===== src/design/assert_macros.svh =====
`ifndef ASSERT_MACROS_SVH
`define ASSERT_MACROS_SVH

`ifndef ASSERT_OFF

// The property must hold at every rising clock edge outside reset.
`define ASSERT_ALWAYS(label, clk, rst, prop) \
   label: assert property (@(posedge clk) disable iff (rst) (prop)) \
      else $error("%m: assertion failed");

// Whenever the antecedent holds, the consequent must hold in the same cycle.
`define ASSERT_IMPLIES(label, clk, rst, ante, cons) \
   label: assert property (@(posedge clk) disable iff (rst) (ante) |-> (cons)) \
      else $error("%m: assertion failed");

`else

`define ASSERT_ALWAYS(label, clk, rst, prop)
`define ASSERT_IMPLIES(label, clk, rst, ante, cons)

`endif

`endif


===== src/design/stunp_pkg.sv =====
`default_nettype none

package stunp_pkg;

   localparam int HEADER_BYTES = 20;
   localparam int ID_BYTES     = 12;

   localparam int COUNT_W     = 17;
   localparam int TYPE_W      = 16;
   localparam int LENGTH_W    = 16;
   localparam int COOKIE_W    = 32;
   localparam int TXN_HI_W    = 32;
   localparam int TXN_LO_W    = 64;
   localparam int METHOD_W    = 12;
   localparam int CLASS_W     = 2;

   localparam logic [COUNT_W-1:0]  COUNT_MAX    = '1;
   localparam logic [COOKIE_W-1:0] COOKIE_RESET = 32'h2112_A442;

   localparam logic [TYPE_W-1:0] MASK_TYPE_BITS = 16'hC000;
   localparam logic [TYPE_W-1:0] MASK_METHOD_HI = 16'h3E00;
   localparam logic [TYPE_W-1:0] MASK_METHOD_MID = 16'h00E0;
   localparam logic [TYPE_W-1:0] MASK_METHOD_LO = 16'h000F;
   localparam logic [TYPE_W-1:0] MASK_CLASS_HI  = 16'h0100;
   localparam logic [TYPE_W-1:0] MASK_CLASS_LO  = 16'h0010;

   localparam int QUEUE_DEPTH = 4;
   localparam int QUEUE_PTR_W = $clog2(QUEUE_DEPTH);
   localparam int QUEUE_CNT_W = $clog2(QUEUE_DEPTH + 1);

   typedef enum logic [2:0] {
      STATUS_OK        = 3'd0,
      STATUS_SHORT     = 3'd1,
      STATUS_TYPE_BITS = 3'd2,
      STATUS_UNALIGNED = 3'd3,
      STATUS_OVERLONG  = 3'd4,
      STATUS_COOKIE    = 3'd5,
      STATUS_OVERRUN   = 3'd6
   } status_type;

   typedef enum logic {
      KIND_ATTR    = 1'b0,
      KIND_VERDICT = 1'b1
   } kind_type;

   typedef struct packed {
      logic [7:0] data_byte;
      logic       end_of_datagram;
   } req_type;

   typedef struct packed {
      kind_type              record_kind;
      logic [TYPE_W-1:0]     attr_type;
      logic [COUNT_W-1:0]    attr_offset;
      logic [LENGTH_W-1:0]   attr_length;
      logic [METHOD_W-1:0]   method;
      logic [CLASS_W-1:0]    msg_class;
      logic [TXN_HI_W-1:0]   txn_id_hi;
      logic [TXN_LO_W-1:0]   txn_id_lo;
      status_type            status;
      logic                  last;
   } rsp_type;

   // Up to two records leave the parser for one byte; they enter the queue in order.
   typedef struct packed {
      logic [1:0] count;
      rsp_type    first;
      rsp_type    second;
   } result_pair_type;

   function automatic logic [METHOD_W-1:0] unpack_method(input logic [TYPE_W-1:0] t);
      logic [TYPE_W-1:0] m;
      m = ((t & MASK_METHOD_HI) >> 2) | ((t & MASK_METHOD_MID) >> 1) | (t & MASK_METHOD_LO);
      return m[METHOD_W-1:0];
   endfunction

   function automatic logic [CLASS_W-1:0] unpack_class(input logic [TYPE_W-1:0] t);
      logic [TYPE_W-1:0] c;
      c = ((t & MASK_CLASS_HI) >> 7) | ((t & MASK_CLASS_LO) >> 4);
      return c[CLASS_W-1:0];
   endfunction

endpackage

`default_nettype wire


===== src/design/stunp_parse.sv =====
`default_nettype none
`include "assert_macros.svh"

module stunp_parse
   import stunp_pkg::*;
(
   input  wire logic                clock,
   input  wire logic                reset,
   input  wire logic                accept,
   input  wire req_type             req_data,
   input  wire logic                csr_write_enable,
   input  wire logic [COOKIE_W-1:0] csr_write_data,
   output result_pair_type          results
);

   typedef enum logic [1:0] {
      PHASE_HEADER  = 2'd0,
      PHASE_VALUE   = 2'd1,
      PHASE_STOPPED = 2'd2
   } phase_type;

   logic [COOKIE_W-1:0] magic_ff;
   logic [COUNT_W-1:0]  count_ff, count_in;
   logic [TYPE_W-1:0]   mtype_ff, mtype_in;
   logic [LENGTH_W-1:0] decl_ff, decl_in;
   logic [COOKIE_W-1:0] cookie_ff, cookie_in;
   logic [TXN_HI_W-1:0] txn_hi_ff, txn_hi_in;
   logic [TXN_LO_W-1:0] txn_lo_ff, txn_lo_in;
   phase_type           phase_ff, phase_in;
   logic [TYPE_W-1:0]   atype_ff, atype_in;
   logic [LENGTH_W-1:0] alen_ff, alen_in;
   logic [COUNT_W-1:0]  remain_ff, remain_in;
   logic                overrun_ff, overrun_in;

   logic [COUNT_W-1:0]  region_end;
   logic [LENGTH_W-1:0] len_full;
   logic [COUNT_W-1:0]  padded;
   logic [COUNT_W:0]    voff;
   logic                attr_hit;
   rsp_type             attr_rec;
   rsp_type             verdict;
   status_type          status;
   logic [7:0]          b;

   always_comb begin
      b          = req_data.data_byte;
      region_end = COUNT_W'(HEADER_BYTES) + {1'b0, decl_ff};
      count_in   = count_ff;
      mtype_in   = mtype_ff;
      decl_in    = decl_ff;
      cookie_in  = cookie_ff;
      txn_hi_in  = txn_hi_ff;
      txn_lo_in  = txn_lo_ff;
      phase_in   = phase_ff;
      atype_in   = atype_ff;
      alen_in    = alen_ff;
      remain_in  = remain_ff;
      overrun_in = overrun_ff;
      len_full   = {alen_ff[7:0], b};
      padded     = ({1'b0, len_full} + COUNT_W'(3)) & ~COUNT_W'(3);
      voff       = {1'b0, count_ff} + (COUNT_W+1)'(1);
      attr_hit   = 1'b0;
      attr_rec   = '0;
      verdict    = '0;
      status     = STATUS_OK;

      if (count_ff < COUNT_W'(HEADER_BYTES)) begin
         if (count_ff < COUNT_W'(2)) begin
            mtype_in = {mtype_ff[7:0], b};
         end else if (count_ff < COUNT_W'(4)) begin
            decl_in = {decl_ff[7:0], b};
         end else if (count_ff < COUNT_W'(8)) begin
            cookie_in = {cookie_ff[COOKIE_W-9:0], b};
         end else if (count_ff < COUNT_W'(HEADER_BYTES - ID_BYTES + 4)) begin
            txn_hi_in = {txn_hi_ff[TXN_HI_W-9:0], b};
         end else begin
            txn_lo_in = {txn_lo_ff[TXN_LO_W-9:0], b};
         end
      end else if (count_ff < region_end) begin
         case (phase_ff)
            PHASE_HEADER: begin
               case (count_ff[1:0])
                  2'd0: atype_in = {8'd0, b};
                  2'd1: atype_in = {atype_ff[7:0], b};
                  2'd2: alen_in = {8'd0, b};
                  default: begin
                     alen_in = len_full;
                     if ((voff + {1'b0, padded}) <= {1'b0, region_end}) begin
                        attr_hit             = 1'b1;
                        attr_rec.record_kind = KIND_ATTR;
                        attr_rec.attr_type   = atype_ff;
                        attr_rec.attr_offset = voff[COUNT_W-1:0];
                        attr_rec.attr_length = len_full;
                        if (padded != '0) begin
                           remain_in = padded;
                           phase_in  = PHASE_VALUE;
                        end
                     end else begin
                        overrun_in = 1'b1;
                        phase_in   = PHASE_STOPPED;
                     end
                  end
               endcase
            end
            PHASE_VALUE: begin
               if (remain_ff != '0) begin
                  remain_in = remain_ff - COUNT_W'(1);
               end
               if (remain_in == '0) begin
                  phase_in = PHASE_HEADER;
               end
            end
            default: ;
         endcase
      end

      if (count_ff != COUNT_MAX) begin
         count_in = count_ff + COUNT_W'(1);
      end

      if (count_in < COUNT_W'(HEADER_BYTES)) begin
         status = STATUS_SHORT;
      end else if ((mtype_in & MASK_TYPE_BITS) != '0) begin
         status = STATUS_TYPE_BITS;
      end else if (decl_in[1:0] != 2'd0) begin
         status = STATUS_UNALIGNED;
      end else if (region_end > count_in) begin
         status = STATUS_OVERLONG;
      end else if (cookie_in != magic_ff) begin
         status = STATUS_COOKIE;
      end else if (overrun_in) begin
         status = STATUS_OVERRUN;
      end

      verdict.record_kind = KIND_VERDICT;
      verdict.status      = status;
      verdict.last        = 1'b1;
      if (status == STATUS_OK) begin
         verdict.method    = unpack_method(mtype_in);
         verdict.msg_class = unpack_class(mtype_in);
         verdict.txn_id_hi = txn_hi_in;
         verdict.txn_id_lo = txn_lo_in;
      end

      results = '0;
      if (accept) begin
         if (attr_hit) begin
            attr_rec.last  = !req_data.end_of_datagram;
            results.first  = attr_rec;
            results.second = verdict;
            results.count  = req_data.end_of_datagram ? 2'd2 : 2'd1;
         end else if (req_data.end_of_datagram) begin
            results.first = verdict;
            results.count = 2'd1;
         end
      end
   end

   always_ff @(posedge clock) begin
      if (reset) begin
         magic_ff   <= COOKIE_RESET;
         count_ff   <= '0;
         mtype_ff   <= '0;
         decl_ff    <= '0;
         cookie_ff  <= '0;
         txn_hi_ff  <= '0;
         txn_lo_ff  <= '0;
         phase_ff   <= PHASE_HEADER;
         atype_ff   <= '0;
         alen_ff    <= '0;
         remain_ff  <= '0;
         overrun_ff <= 1'b0;
      end else begin
         if (csr_write_enable) begin
            magic_ff <= csr_write_data;
         end
         if (accept) begin
            if (req_data.end_of_datagram) begin
               count_ff   <= '0;
               mtype_ff   <= '0;
               decl_ff    <= '0;
               cookie_ff  <= '0;
               txn_hi_ff  <= '0;
               txn_lo_ff  <= '0;
               phase_ff   <= PHASE_HEADER;
               atype_ff   <= '0;
               alen_ff    <= '0;
               remain_ff  <= '0;
               overrun_ff <= 1'b0;
            end else begin
               count_ff   <= count_in;
               mtype_ff   <= mtype_in;
               decl_ff    <= decl_in;
               cookie_ff  <= cookie_in;
               txn_hi_ff  <= txn_hi_in;
               txn_lo_ff  <= txn_lo_in;
               phase_ff   <= phase_in;
               atype_ff   <= atype_in;
               alen_ff    <= alen_in;
               remain_ff  <= remain_in;
               overrun_ff <= overrun_in;
            end
         end
      end
   end

   `ASSERT_IMPLIES(a_stopped_means_overrun, clock, reset,
      phase_ff == PHASE_STOPPED, overrun_ff)
   `ASSERT_IMPLIES(a_value_has_bytes_left, clock, reset,
      phase_ff == PHASE_VALUE, remain_ff != '0)
   `ASSERT_IMPLIES(a_header_walk_idle, clock, reset,
      count_ff <= COUNT_W'(HEADER_BYTES), phase_ff == PHASE_HEADER && !overrun_ff)

endmodule

`default_nettype wire


===== src/design/stunp_queue.sv =====
`default_nettype none
`include "assert_macros.svh"

module stunp_queue
   import stunp_pkg::*;
(
   input  wire logic            clock,
   input  wire logic            reset,
   input  wire result_pair_type push,
   input  wire logic            rsp_stall,
   output logic                 rsp_valid,
   output rsp_type              rsp_data,
   output logic                 full
);

   rsp_type                entry_ff [QUEUE_DEPTH];
   logic [QUEUE_PTR_W-1:0] wr_ptr_ff, wr_ptr_in;
   logic [QUEUE_PTR_W-1:0] rd_ptr_ff, rd_ptr_in;
   logic [QUEUE_CNT_W-1:0] count_ff, count_in;
   logic [QUEUE_PTR_W-1:0] wr_next;
   logic                   pop;

   always_comb begin
      rsp_valid = count_ff != '0;
      rsp_data  = entry_ff[rd_ptr_ff];
      pop       = rsp_valid && !rsp_stall;
      full      = count_ff > QUEUE_CNT_W'(QUEUE_DEPTH - 2);
      wr_next   = wr_ptr_ff + QUEUE_PTR_W'(1);
      wr_ptr_in = wr_ptr_ff + QUEUE_PTR_W'(push.count);
      rd_ptr_in = rd_ptr_ff + QUEUE_PTR_W'(pop);
      count_in  = count_ff + QUEUE_CNT_W'(push.count) - QUEUE_CNT_W'(pop);
   end

   always_ff @(posedge clock) begin
      if (push.count != 2'd0) begin
         entry_ff[wr_ptr_ff] <= push.first;
      end
      if (push.count == 2'd2) begin
         entry_ff[wr_next] <= push.second;
      end
   end

   always_ff @(posedge clock) begin
      if (reset) begin
         wr_ptr_ff <= '0;
         rd_ptr_ff <= '0;
         count_ff  <= '0;
      end else begin
         wr_ptr_ff <= wr_ptr_in;
         rd_ptr_ff <= rd_ptr_in;
         count_ff  <= count_in;
      end
   end

   `ASSERT_ALWAYS(a_count_in_range, clock, reset,
      count_ff <= QUEUE_CNT_W'(QUEUE_DEPTH))
   `ASSERT_IMPLIES(a_no_push_when_full, clock, reset,
      full, push.count == 2'd0)
   `ASSERT_IMPLIES(a_pointers_agree, clock, reset,
      count_ff == '0, wr_ptr_ff == rd_ptr_ff)

endmodule

`default_nettype wire


===== src/design/stun_message_parser.sv =====
// Channel   Direction  Beat          Handshake
// req_      in         one byte      req_valid / req_stall
// rsp_      out        one record    rsp_valid / rsp_stall
// csr_      in         magic cookie  csr_write_enable, no wait
//
// One byte is accepted per cycle while not stalled; its records are queued by the next cycle.
// A byte that completes an attribute header on the end of a datagram yields two beats.
// The four-entry output queue sets the rate: req_stall rises while fewer than two slots are free.
// Synchronous reset clears the parser state and the queue; the cookie returns to 0x2112A442.
// Stalling rsp_ only fills the queue; the parser state holds until bytes are accepted again.
`default_nettype none

module stun_message_parser
   import stunp_pkg::*;
(
   input  wire logic                clock,
   input  wire logic                reset,
   input  wire logic                req_valid,
   output logic                     req_stall,
   input  wire req_type             req_data,
   output logic                     rsp_valid,
   input  wire logic                rsp_stall,
   output rsp_type                  rsp_data,
   input  wire logic                csr_write_enable,
   input  wire logic [COOKIE_W-1:0] csr_write_data
);

   result_pair_type results;
   logic            full;
   logic            accept;

   assign req_stall = full;
   assign accept    = req_valid && !full;

   stunp_parse u_parse (
      .clock            (clock),
      .reset            (reset),
      .accept           (accept),
      .req_data         (req_data),
      .csr_write_enable (csr_write_enable),
      .csr_write_data   (csr_write_data),
      .results          (results)
   );

   stunp_queue u_queue (
      .clock     (clock),
      .reset     (reset),
      .push      (results),
      .rsp_stall (rsp_stall),
      .rsp_valid (rsp_valid),
      .rsp_data  (rsp_data),
      .full      (full)
   );

endmodule

`default_nettype wire

===== config.mk =====
export PLATFORM = sky130hd
export DESIGN_NAME = stun_message_parser
export DESIGN_NICKNAME = d
export VERILOG_FILES = /design/src/design/stunp_pkg.sv /design/src/design/stunp_parse.sv /design/src/design/stunp_queue.sv /design/src/design/stun_message_parser.sv
export VERILOG_INCLUDE_DIRS = /design/src /design/src/design
export SDC_FILE = /design/constraint.sdc
export NUM_CORES = 2
export LEC_CHECK = 0
export BUFFER_PORTS_ARGS = -buffer_cell sky130_fd_sc_hd__buf_2
export CORE_ASPECT_RATIO = 1.25
export CORE_MARGIN = 2
export CORE_UTILIZATION = 40
export DETAILED_ROUTE_END_ITERATION = 8
export GPL_ROUTABILITY_DRIVEN = 0
export SLEW_MARGIN = 20
export SYNTH_ARGS = -nofsm -noshare
export SYNTH_HDL_FRONTEND = slang
export SYNTH_SLANG_ARGS = --single-unit

===== constraint.sdc =====
create_clock -name clock -period 9.75 [get_ports clock]
set_clock_uncertainty 0.05 [all_clocks]
set_input_delay 1.4625 -clock clock [delete_from_list [all_inputs] [get_ports clock]]
set_output_delay 1.4625 -clock clock [all_outputs]
set_load 0.03 [all_outputs]

==> metrics.txt <==
status=complete, no violations; placed cell count=5070; Hold WS=397 ps; post-layout util=45.5%; Avg Cell Area, Syn=roughly 11 µm²; nets@finish=3874; syn_nets=3845; Critical Path Slowest Stage Cell=dfxtp_1; max capacitance violation total=0; IO Count=~210; post-place instance area=44700 µm²; final slew viol count=0; Layout area overhead=12.6%; predominant post-synthesis flop cell=edfxtp_1; CTS max path bufs=3; Crit path required time=10190 ps; leak pwr=about 16 nW; drt initial violations=2260; Chip Height=368 µm; Routed WL per cell=23.5 µm; number of setup buffers added after CTS=0; Netlist cell types=86; drt pass-1 iters=6; initial antenna violation count=7; Final Cycle Share=between 80 and 90%; VDD IR max=0.171 mV; min Tclk post-route=between 8000 and 9000 ps; worst path arrival time=between 9000 and 10000 ps; Vias=just over 30000; largest area contributor in the netlist=edfxtp_1; Root Buffer=clkbuf_16; TritonCTS Buffers=95; total chip power=9.64 mW; global-route wire length before repair=188000 µm; DRC violations left=0; # hold bufs at CTS=0; sequential-to-total area share from yosys stat=54.0%; CP max FO=85; Mapped Area=42500 µm²; Initial Util=40.4%; Hold Crit Class=reg2reg; Worst setup EP type=flip-flop; die area=109000 µm²; FFs w/ async S/R, synth=0%; GR Overflow Total=0; RSZ-0062 raised after global routing=false; Max Fclk=115 MHz; endpoints failing hold=0; CTS tree=built; post-CTS sizing=0; P per Cell Area=201 nW/µm²; clk sinks=916; Clock Latency Late Sink=670 ps; Core ar.=between 100000 and 150000 µm²; Setup WS post-layout=1060 ps; vias per cell=5.80; Startpoint Class=flip-flop; Cell Count, Final, Fillers Out=5245; number of synthesized flops with an enable pin=460; Worst-path clk slew=approximately 70 ps; final WL=123000 µm; synth warn=0; largest net degree at the start of global routing=between 150 and 200; #FFs+latches synth=just over 900; CP peak stage delay=720 ps; antenna viol nets, final=0; CP Class=reg2reg; top cell type's share of synthesized area=32.5%; Final HPWL DP=75000 µm; H-Tree Level Count=3; IO Port Bufs=between 200 and 250; Area contributors post-synth=edfxtp_1 (33%), dfxtp_1 (21%), mux4_2 (8.7%); die width=295 µm; Cells after Synth=between 3000 and 4000; share of cells above drive strength 1=19.6%; DP Worst Slack=972 ps; Row Count=133; slew margin rel.=between 20% and 30%; Sum Neg Setup Slack=0 ps; Post-Layout Inst Area=47800 µm²; GRT Util Overall=22.4%; final setup fails=0; vias in the first global route=30300; actual slew at the worst max-slew pin=1090 ps
==> cells in the mapped netlist, drive strengths merged (12+ instances only) <==
library cell / count
edfxtp: 460
a22oi: 186
o22ai: 12
mux2i: 41
a21oi: 71
ha: 75
o211ai: 12
a22o: 124
nand4: 30
dfxtp: 456
nor4: 27
o21ai: 124
xnor2: 86
mux4: 164
nor3: 475
xor2: 31
nor2b: 15
clkbuf: 197
mux2: 105
a21o: 15
buf: 141
inv: 90
nand2: 167
nor2: 320
nand3: 152
==> metal layers <==
layer	part of all wire [%]	GRT usage [%]	wire [µm]
met3	6.4	4.36	7860
met1	40	27.9	49300
met2	50	38.5	61800
met5	0.021	0	26
met4	3.3	7.83	4040
==> report_power, final <==
| group | switching, mW | internal, mW |
|---|---|---|
| Combinational | 1.15 | 0.590 |
| Clock | 1.56 | 2.13 |
| Sequential | 0.0817 | 4.13 |
| Total | 2.79 | 6.85 |
==> layout by cell type (no fill, tap or decap), types with 9 or more instances in the layout <==
cell,instances
nor2_1,316
a21o_1,14
a211oi_1,9
clkbuf_16,96
nand4_1,29
a21oi_1,71
o21a_1,10
nor2b_1,15
inv_1,85
nor3_2,17
nor4_1,22
clkbuf_8,13
mux2_2,103
xor2_1,30
a22o_1,124
nor3_1,457
o211ai_1,12
clkinv_2,17
o21ai_1,41
clkbuf_1,22
buf_12,17
edfxtp_1,460
mux4_2,164
o22ai_1,12
or3_1,10
o21ai_0,80
dfxtp_1,454
buf_2,210
buf_4,41
a22oi_1,186
or4_1,11
ha_1,75
nand3_1,150
mux2i_1,41
xnor2_1,85
nand2_1,165
==> cell type report <==
cell class / instances / area [µm²]
fillers: 9778 / 57300
flip-flops and latches: 916 / 22900
multi-input cells: 2377 / 17900
clock buffers: 131 / 2660
well taps: 1417 / 1770
repair buffers: 270 / 1740
clock inverters: 41 / 487
inverters: 91 / 355
diodes: 2 / 5.00
==> kinds of logic after synthesis <==
group / share of synthesized area [%]
compound gates: 10.5
xor+xnor: 2.47
fa+ha+maj: 2.30
buf+inv: 4.20
flops: 54.0
mux: 12.5
simple gates: 14.0
==> worst paths after layout <==
kind	endpoint	slack, ps	cells after the start	from
max	u_queue.entry_ff[1][34]	1060	32	u_parse.count_ff[0]
min	u_queue.entry_ff[1][136]	400	2	u_queue.entry_ff[1][136]
max reg2reg	u_queue.entry_ff[1][34]	1060	32	u_parse.count_ff[0]
min reg2reg	u_queue.entry_ff[1][136]	400	2	u_queue.entry_ff[1][136]
==> registers in the layout (all words and copies together), names as in the netlist <==
signal	flops
u_parse.alen_ff	8
u_queue.wr_ptr_ff	2
u_parse.count_ff	17
u_queue.count_ff	3
u_queue.rd_ptr_ff	2
u_parse.remain_ff	17
u_parse.decl_ff	16
u_queue.entry_ff	656
u_parse.cookie_ff	32
u_parse.txn_hi_ff	32
u_parse.txn_lo_ff	64
u_parse.overrun_ff	1
u_parse.phase_ff	2
u_parse.magic_ff	32
u_parse.mtype_ff	16
u_parse.atype_ff	16
==> worst max-delay path, delay by kind of cell (launching register included) <==
kind                       cells  cell delay [ps]
xor gates and xnor gates       2              730
and+or+nand+nor               14             3120
buffers and inverters          2              390
muxes                          1              360
adders and majority gates      4             1360
AOI/OAI and AO/OA              9             1710
DFF                            1              720
(Power assumes the default switching activity.)
